$ cat src/rtl/core/uwm_pkg.sv
// ----------------------------------------------------------------------------
// uwm_pkg
// shared types and constants of the unaligned word memory access unit
// ----------------------------------------------------------------------------
package uwm_pkg;

  localparam int ADDR_W    = 14;           // byte address width
  localparam int DATA_W    = 32;           // word width
  localparam int LANE_W    = 2;            // byte lane select
  localparam int WIDX_W    = ADDR_W - LANE_W; // word index before wrap
  localparam int MEM_WORDS = 4096;         // default memory depth

  localparam logic MODE_LOAD  = 1'b0;
  localparam logic MODE_STORE = 1'b1;

  // low word lanes set, shifted up by the byte offset for a store
  localparam logic [2*DATA_W-1:0] WORD_MASK = 64'h0000_0000_FFFF_FFFF;

  typedef enum logic [3:0] {
    ST_CLEAR,
    ST_IDLE,
    ST_MUL,
    ST_MOD,
    ST_RD0,
    ST_RD1,
    ST_RD2,
    ST_WR0,
    ST_WR1
  } uwm_state_t;

  // controller to datapath
  typedef struct packed {
    logic capture;   // take the new item
    logic clr_wr;    // clearing pass write
    logic do_mul;    // quotient estimate
    logic do_mod;    // remainder
    logic rd0;       // read first word
    logic rd1;       // read second word
    logic fin_rd;    // second word arrives, load result
    logic wr0;       // write first word
    logic wr1;       // write second word
  } uwm_cmd_t;

  // datapath to controller
  typedef struct packed {
    logic clr_last;
    logic is_store;
    logic aligned;
  } uwm_sts_t;

endpackage

$ cat src/rtl/core/uwm_ctrl.sv
// ----------------------------------------------------------------------------
// uwm_ctrl
// sequencer for index reduction, reads and writes of the word memory
// ----------------------------------------------------------------------------
module uwm_ctrl (
  input  logic              clk,
  input  logic              rst_n,
  input  logic              start,
  input  uwm_pkg::uwm_sts_t sts,
  output uwm_pkg::uwm_cmd_t cmd,
  output logic              busy
);

  uwm_pkg::uwm_state_t state_r, state_nxt;

  always_ff @(posedge clk) begin
    if (!rst_n) begin
      state_r <= uwm_pkg::ST_CLEAR;
    end else begin
      state_r <= state_nxt;
    end
  end

  always_comb begin
    state_nxt = state_r;
    unique case (state_r)
      uwm_pkg::ST_CLEAR: if (sts.clr_last) state_nxt = uwm_pkg::ST_IDLE;
      uwm_pkg::ST_IDLE:  if (start) state_nxt = uwm_pkg::ST_MUL;
      uwm_pkg::ST_MUL:   state_nxt = uwm_pkg::ST_MOD;
      uwm_pkg::ST_MOD: begin
        // aligned store overwrites a whole word, no read needed
        if (sts.is_store && sts.aligned) state_nxt = uwm_pkg::ST_WR0;
        else state_nxt = uwm_pkg::ST_RD0;
      end
      uwm_pkg::ST_RD0:   state_nxt = uwm_pkg::ST_RD1;
      uwm_pkg::ST_RD1:   state_nxt = uwm_pkg::ST_RD2;
      uwm_pkg::ST_RD2: begin
        if (sts.is_store) state_nxt = uwm_pkg::ST_WR0;
        else state_nxt = uwm_pkg::ST_IDLE;
      end
      uwm_pkg::ST_WR0: begin
        if (sts.aligned) state_nxt = uwm_pkg::ST_IDLE;
        else state_nxt = uwm_pkg::ST_WR1;
      end
      uwm_pkg::ST_WR1:   state_nxt = uwm_pkg::ST_IDLE;
      default:           state_nxt = uwm_pkg::ST_CLEAR;
    endcase
  end

  always_comb begin
    cmd  = '0;
    busy = 1'b1;
    unique case (state_r)
      uwm_pkg::ST_CLEAR: cmd.clr_wr = 1'b1;
      uwm_pkg::ST_IDLE: begin
        busy        = 1'b0;
        cmd.capture = start;
      end
      uwm_pkg::ST_MUL:   cmd.do_mul = 1'b1;
      uwm_pkg::ST_MOD:   cmd.do_mod = 1'b1;
      uwm_pkg::ST_RD0:   cmd.rd0    = 1'b1;
      uwm_pkg::ST_RD1:   cmd.rd1    = 1'b1;
      uwm_pkg::ST_RD2:   cmd.fin_rd = 1'b1;
      uwm_pkg::ST_WR0:   cmd.wr0    = 1'b1;
      uwm_pkg::ST_WR1:   cmd.wr1    = 1'b1;
      default:           cmd        = '0;
    endcase
  end

endmodule

$ cat config.mk
export PLATFORM = sky130hd
export DESIGN_NAME = uwm_ctrl
export DESIGN_NICKNAME = d
export VERILOG_FILES = /design/src/rtl/core/uwm_pkg.sv /design/src/rtl/core/uwm_ctrl.sv
export SDC_FILE = /design/constraint.sdc
export NUM_CORES = 1
export LEC_CHECK = 0
export BUFFER_PORTS_ARGS = -buffer_cell sky130_fd_sc_hd__buf_2
export CORE_AREA = 2 2 39 41
export DETAILED_ROUTE_END_ITERATION = 12
export DIE_AREA = 0 0 41 43
export GPL_ROUTABILITY_DRIVEN = 0
export GPL_TIMING_DRIVEN = 0
export PLACE_DENSITY = 0.49
export SLEW_MARGIN = 5
export SYNTH_ARGS = -nofsm -noshare
export SYNTH_HDL_FRONTEND = slang
export SYNTH_SLANG_ARGS = --single-unit
$ cat constraint.sdc
create_clock -name clk -period 1.1 [get_ports clk]
set_input_delay 0.055 -clock clk [delete_from_list [all_inputs] [get_ports clk]]
set_output_delay 0.055 -clock clk [all_outputs]
set_load 0.005 [all_outputs]
# Word level (Yosys, flattened, before mapping)
# Cells that the tools add are included.
# totals
memories	0
mem_bits_ro	0
latchBits	0
output_inout_bits	10
inputBits	6
regBits	4
wordCells	30
mem_bits_rw	0
# classes
n_reduce_logical	3
bitwise	0
n_eq_ne	10
shifts	0
mul	0
n_lt_le_gt_ge	0
add_sub_neg	0
mux	16
div_mod_pow	0
# ops
operator	n
$pmux 4 s9	1
$eq 4x3->1 const B	4
$mux 4	3
$mux 1	10
$eq 4x2->1 const B	2
$eq 4x1->1 const B	1
$eq 4x4->1 const B	1
$logic_not 4->1	1
$ne 2x2->1 const B	2
$mux 3	1
$mux 2	1
$reduce_and 2->1	1
$logic_and 1x1->1	1

# Logic depth before layout (Yosys ltp)
# depth
ltp_word	3
depth_mapped	5
mapped_depth_nobuf	4

# Worst setup path after synthesis
# OpenSTA, ideal clock, no wires.
# synth_path
path_kind	flip-flop to flip-flop
startpoint	register state_r[3]
endpoint	register state_r[0]
setup_ps	115
n_path_buf	1
synth_period_minus_slack_ps	1246
required_ps	985
arrival_time_ps	1131
path_slack_ps	-146
stages_incl_launch_ff	6
path_cell_list	dfxtp_1 > buf_6 > or3_4 > o21ai_2 > a222oi_1 > o21a_1
# synth_via
elab_chain_cells	3
word_cells_on_any_way	13
classes_between	eq/ne: 10; mux: 1; reduce/logical: 2
# synth_lines
item	line	text
from (decl)	uwm_ctrl.sv:14	uwm_pkg::uwm_state_t state_r, state_nxt;
from (signal assigned)	uwm_ctrl.sv:18	state_r <= uwm_pkg::ST_CLEAR;
from (signal assigned)	uwm_ctrl.sv:20	state_r <= state_nxt;
$eq 4x1->1 or $logic_not 4->1 (tied branches)	uwm_ctrl.sv:26	unique case (state_r)
$ne 2x2->1 (no line)	--	
$reduce_and 2->1 (no line)	--	
# Parallel ways exist; a longest one is shown, timed or not.
# A chain may end at the register's enable or synchronous reset.

# Worst setup path after layout
# Ends and elaborated chain as after synthesis.

==> summary.md <==
| Metric | Value |
|---|---|
| CTS H-tree lvls | 1 |
| Largest net degree at the start of global routing | 10 |
| Yosys top cell area share | 0.2443 |
| Gr ovfl total | 0 |
| Top flop regs | state_r (4) |
| Core area | ~0.0014 mm2 |
| Clk sinks | 4 |
| Filler Cell Count | 156 |
| Worst slew margin | 0.7868 |
| Req. time, crit path | 1.22 ns |
| Die W | between 40 and 50 um |
| Hold Crit Depth | 2 |
| RSZ-0062 raised after global routing | true |
| Switching Share | 0.3502 |
| Vias | approximately 430 |
| Main area contributors after synthesis | dfxtp_1 (24%), nor3_1 (6.1%), nand2_1 (5.7%) |
| YS warnings | 0 |
| Initial antenna violation count | 0 |
| Share of layout cells above drive strength 1 | 0.6377 |
| Clock transition at the registers of the reported paths | 0.04 ns |
| Worst-path maximum fanout | 7 |
| Vias in the first global route | 375 |
| Mean Syn Cell Area | 7.450 um2 |
| Synth Cell Area | ~330 um2 |
| # Max-Cap Violations | 0 |
| R2R cell count | 4 |
| Setup violators final | 7 |
| Smallest setup slack after layout | -0.1374 ns |
| Layout overhead on the synthesized area | 70.23% |
| Setup WS pre-CTS | -0.1372 ns |
| Worst hold-check path type | input pin to flip-flop |
| Overall Power | 688.4 uW |
| Total Routing Usage GR | 0.1424 |
| # diodes | 0 |
| Setup_tns | -0.5573 ns |
| Io pins | 16 |
| Clock Skews | 0.003339 ns |
| Inserted Clock Buffers | 3 |
| Psw | around 240 uW |
| Leading area contributor after synthesis | dfxtp_1 |
| Pwr/cell area | about 1200 mW/mm2 |
| Status | finished, violations left |
| DRT iter0 DRCs | 11 |
| Startpoint types | flip-flop |
| Reg power frac | 0.273 |
| VDD IR max | between 0.5 and 0.6 mV |
| Power share of the clock group | 0.262 |
| HP Start | sts[0] |
| Die Ht | ~43 um |
| Final Max Slew Viols | 0 |
| Lkg Pwr | between 0.0002 and 0.0003 uW |
| Clock latency on the worst-skew pair | around 0.23 ns |
| Flops & latches, synth | 4 |
| Clock tree from TritonCTS | yes |
| Post-DP HPWL | 602.2 um |
| Cts hold-fix bufs | 0 |
| First-pass DRT Iterations | 4 |
| Die footprint | between 0.0015 and 0.002 mm2 |
| Max Freq | 808.1 MHz |
| Final hold viol count | 0 |
| Max Root-Sink Buffers | 2 |
| Reg-to-reg startpoint | state_r[3]$_SDFFE_PN0P_ |
| Max reg flops | 4 |
| Sequential share of the synthesized area | 0.2443 |
| Synthesized instance count | 44 |
| Crit Path Category | flip-flop to flip-flop |
| Logic pwr share | 0.466 |
| First-pass GRT wire length | between 1.5 and 2 mm |
| DRC | 0 |
| P_int | 447.3 uW |
| Root buffer selected by CTS | clkbuf_4 |
| Reg2reg setup slack | -0.14 ns |
| Rows | 14 |
| Worst EP arrival | ~1.4 ns |
| Syn Nets | 50 |
| Final period utilization | 1.125 |
| WL/cell | between 10 and 15 um |
| Failing checks | negative setup slack |
| Vias/cell | 5.047 |
| R2R Path End | state_r[0]$_SDFFE_PN0P_ |
| Final WL | roughly 1.1 mm |
| Worst hold path endpoint | state_r[3]$_SDFFE_PN0P_ |
| Initial core utilization | 0.2369 |
| Most flops, register | state_r |
| Final ANT Viol Nets | 0 |
| Critical path capture point type | flip-flop |
| Nets | just under 80 |
| Minimum clock period after layout | between 1 and 1.5 ns |
| Yosys cell types | 25 |
| Actual slew at the worst max-slew pin | 0.3198 ns |
| IO Port Bufs | 15 |
## layout make-up
class	count	area (um2)	share of cell area
multi-input cells	32	249.0	0.4462
repair buffers	24	141.4	0.2534
flip-flops and latches	4	95.09	0.1704
clock buffers	3	22.52	0.04036
well taps	16	20.02	0.03587
inverters	5	18.77	0.03363
plain buffers	1	11.26	0.02018
## metal layers
layer	up-vias	track usage	part of all wire
met5	-	0	0
met4	0	0.06667	0.022
met3	4	0.06806	0.081
met2	31	0.1813	0.45
met1	190	0.1955	0.45
li1	204	-	-
## cell usage after synthesis, drive strengths merged
cell type  n
a2111oi    1
inv        5
dfxtp      4
a222oi     1
buf        3
and2b      1
nor2       6
o2111ai    1
nor4       2
nand2b     1
nand2      6
nor3       4
and3       1
o21a       1
a211oi     1
or3        1
a2bb2oi    1
a21oi      1
o21ai      3
## how the worst max path moves through the flow
stage | from | endpoint | slack, ns | cells after the start
2_1_floorplan | state_r[3]$_SDFFE_PN0P_ | state_r[0]$_SDFFE_PN0P_ | -0.08 | 5
3_3_place_gp | state_r[3]$_SDFFE_PN0P_ | state_r[0]$_SDFFE_PN0P_ | -0.13 | 5
3_5_place_dp | state_r[3]$_SDFFE_PN0P_ | state_r[0]$_SDFFE_PN0P_ | -0.14 | 5
4_1_cts | state_r[3]$_SDFFE_PN0P_ | state_r[0]$_SDFFE_PN0P_ | -0.13 | 5
5_1_grt | state_r[3]$_SDFFE_PN0P_ | state_r[0]$_SDFFE_PN0P_ | -0.18 | 4
6_report | state_r[3]$_SDFFE_PN0P_ | state_r[0]$_SDFFE_PN0P_ | -0.14 | 4
## placed cells by master, fill, tap and decap left out, types with 2 or more instances in the layout
master and instances:
buf_2 17, buf_4 6, buf_6 2, clkbuf_4 3, dfxtp_4 4, inv_1 4
nand2_1 4, nand2_2 2, nor2_1 5, nor3_1 2, nor3_2 2, nor4_1 2
## worst max-delay path, cell delays in order (launching register included)
cell and delay, ns:
dfxtp_4 0.36, or3_4 0.40, o21ai_4 0.07, a222oi_1 0.11, o21a_1 0.19
## power by group through the flow
stage	combinational (uW)	clock [uW]	sequential, uW
finish	321	180	188
global route	343	204	190
CTS	291	189	187
detailed placement	218	0	180
global placement	218	0	179
floorplan	156	0	176
## timing repair
item                                    CTS  global route
pin swaps                                 4             7
endpoints found under the setup margin   11            13
resized for setup                         9             9
setup buffers                             5             3
gates cloned                              1             0
## cell families after synthesis
family | count (synthesis) | share of synthesized area
AND/OR/NAND/NOR | 22 | 0.3626
AO/OA/AOI/OAI | 10 | 0.2634
buffers and inverters | 8 | 0.1297
flip-flops | 4 | 0.2443
## metrics by stage
stage	area (um2)	hold WS, ns	std cells	utilization
6_report	558.0	0.02736	85	0.4033
5_1_grt	558.0	0.02379	85	0.4033
4_1_cts	531.8	0.02929	83	0.3843
3_5_place_dp	426.7	0.2772	75	0.3083
3_3_place_gp	426.7	0.2790	75	0.3083
2_1_floorplan	331.6	0.1335	44	-
Note: power is estimated with default switching activity, not from simulation.
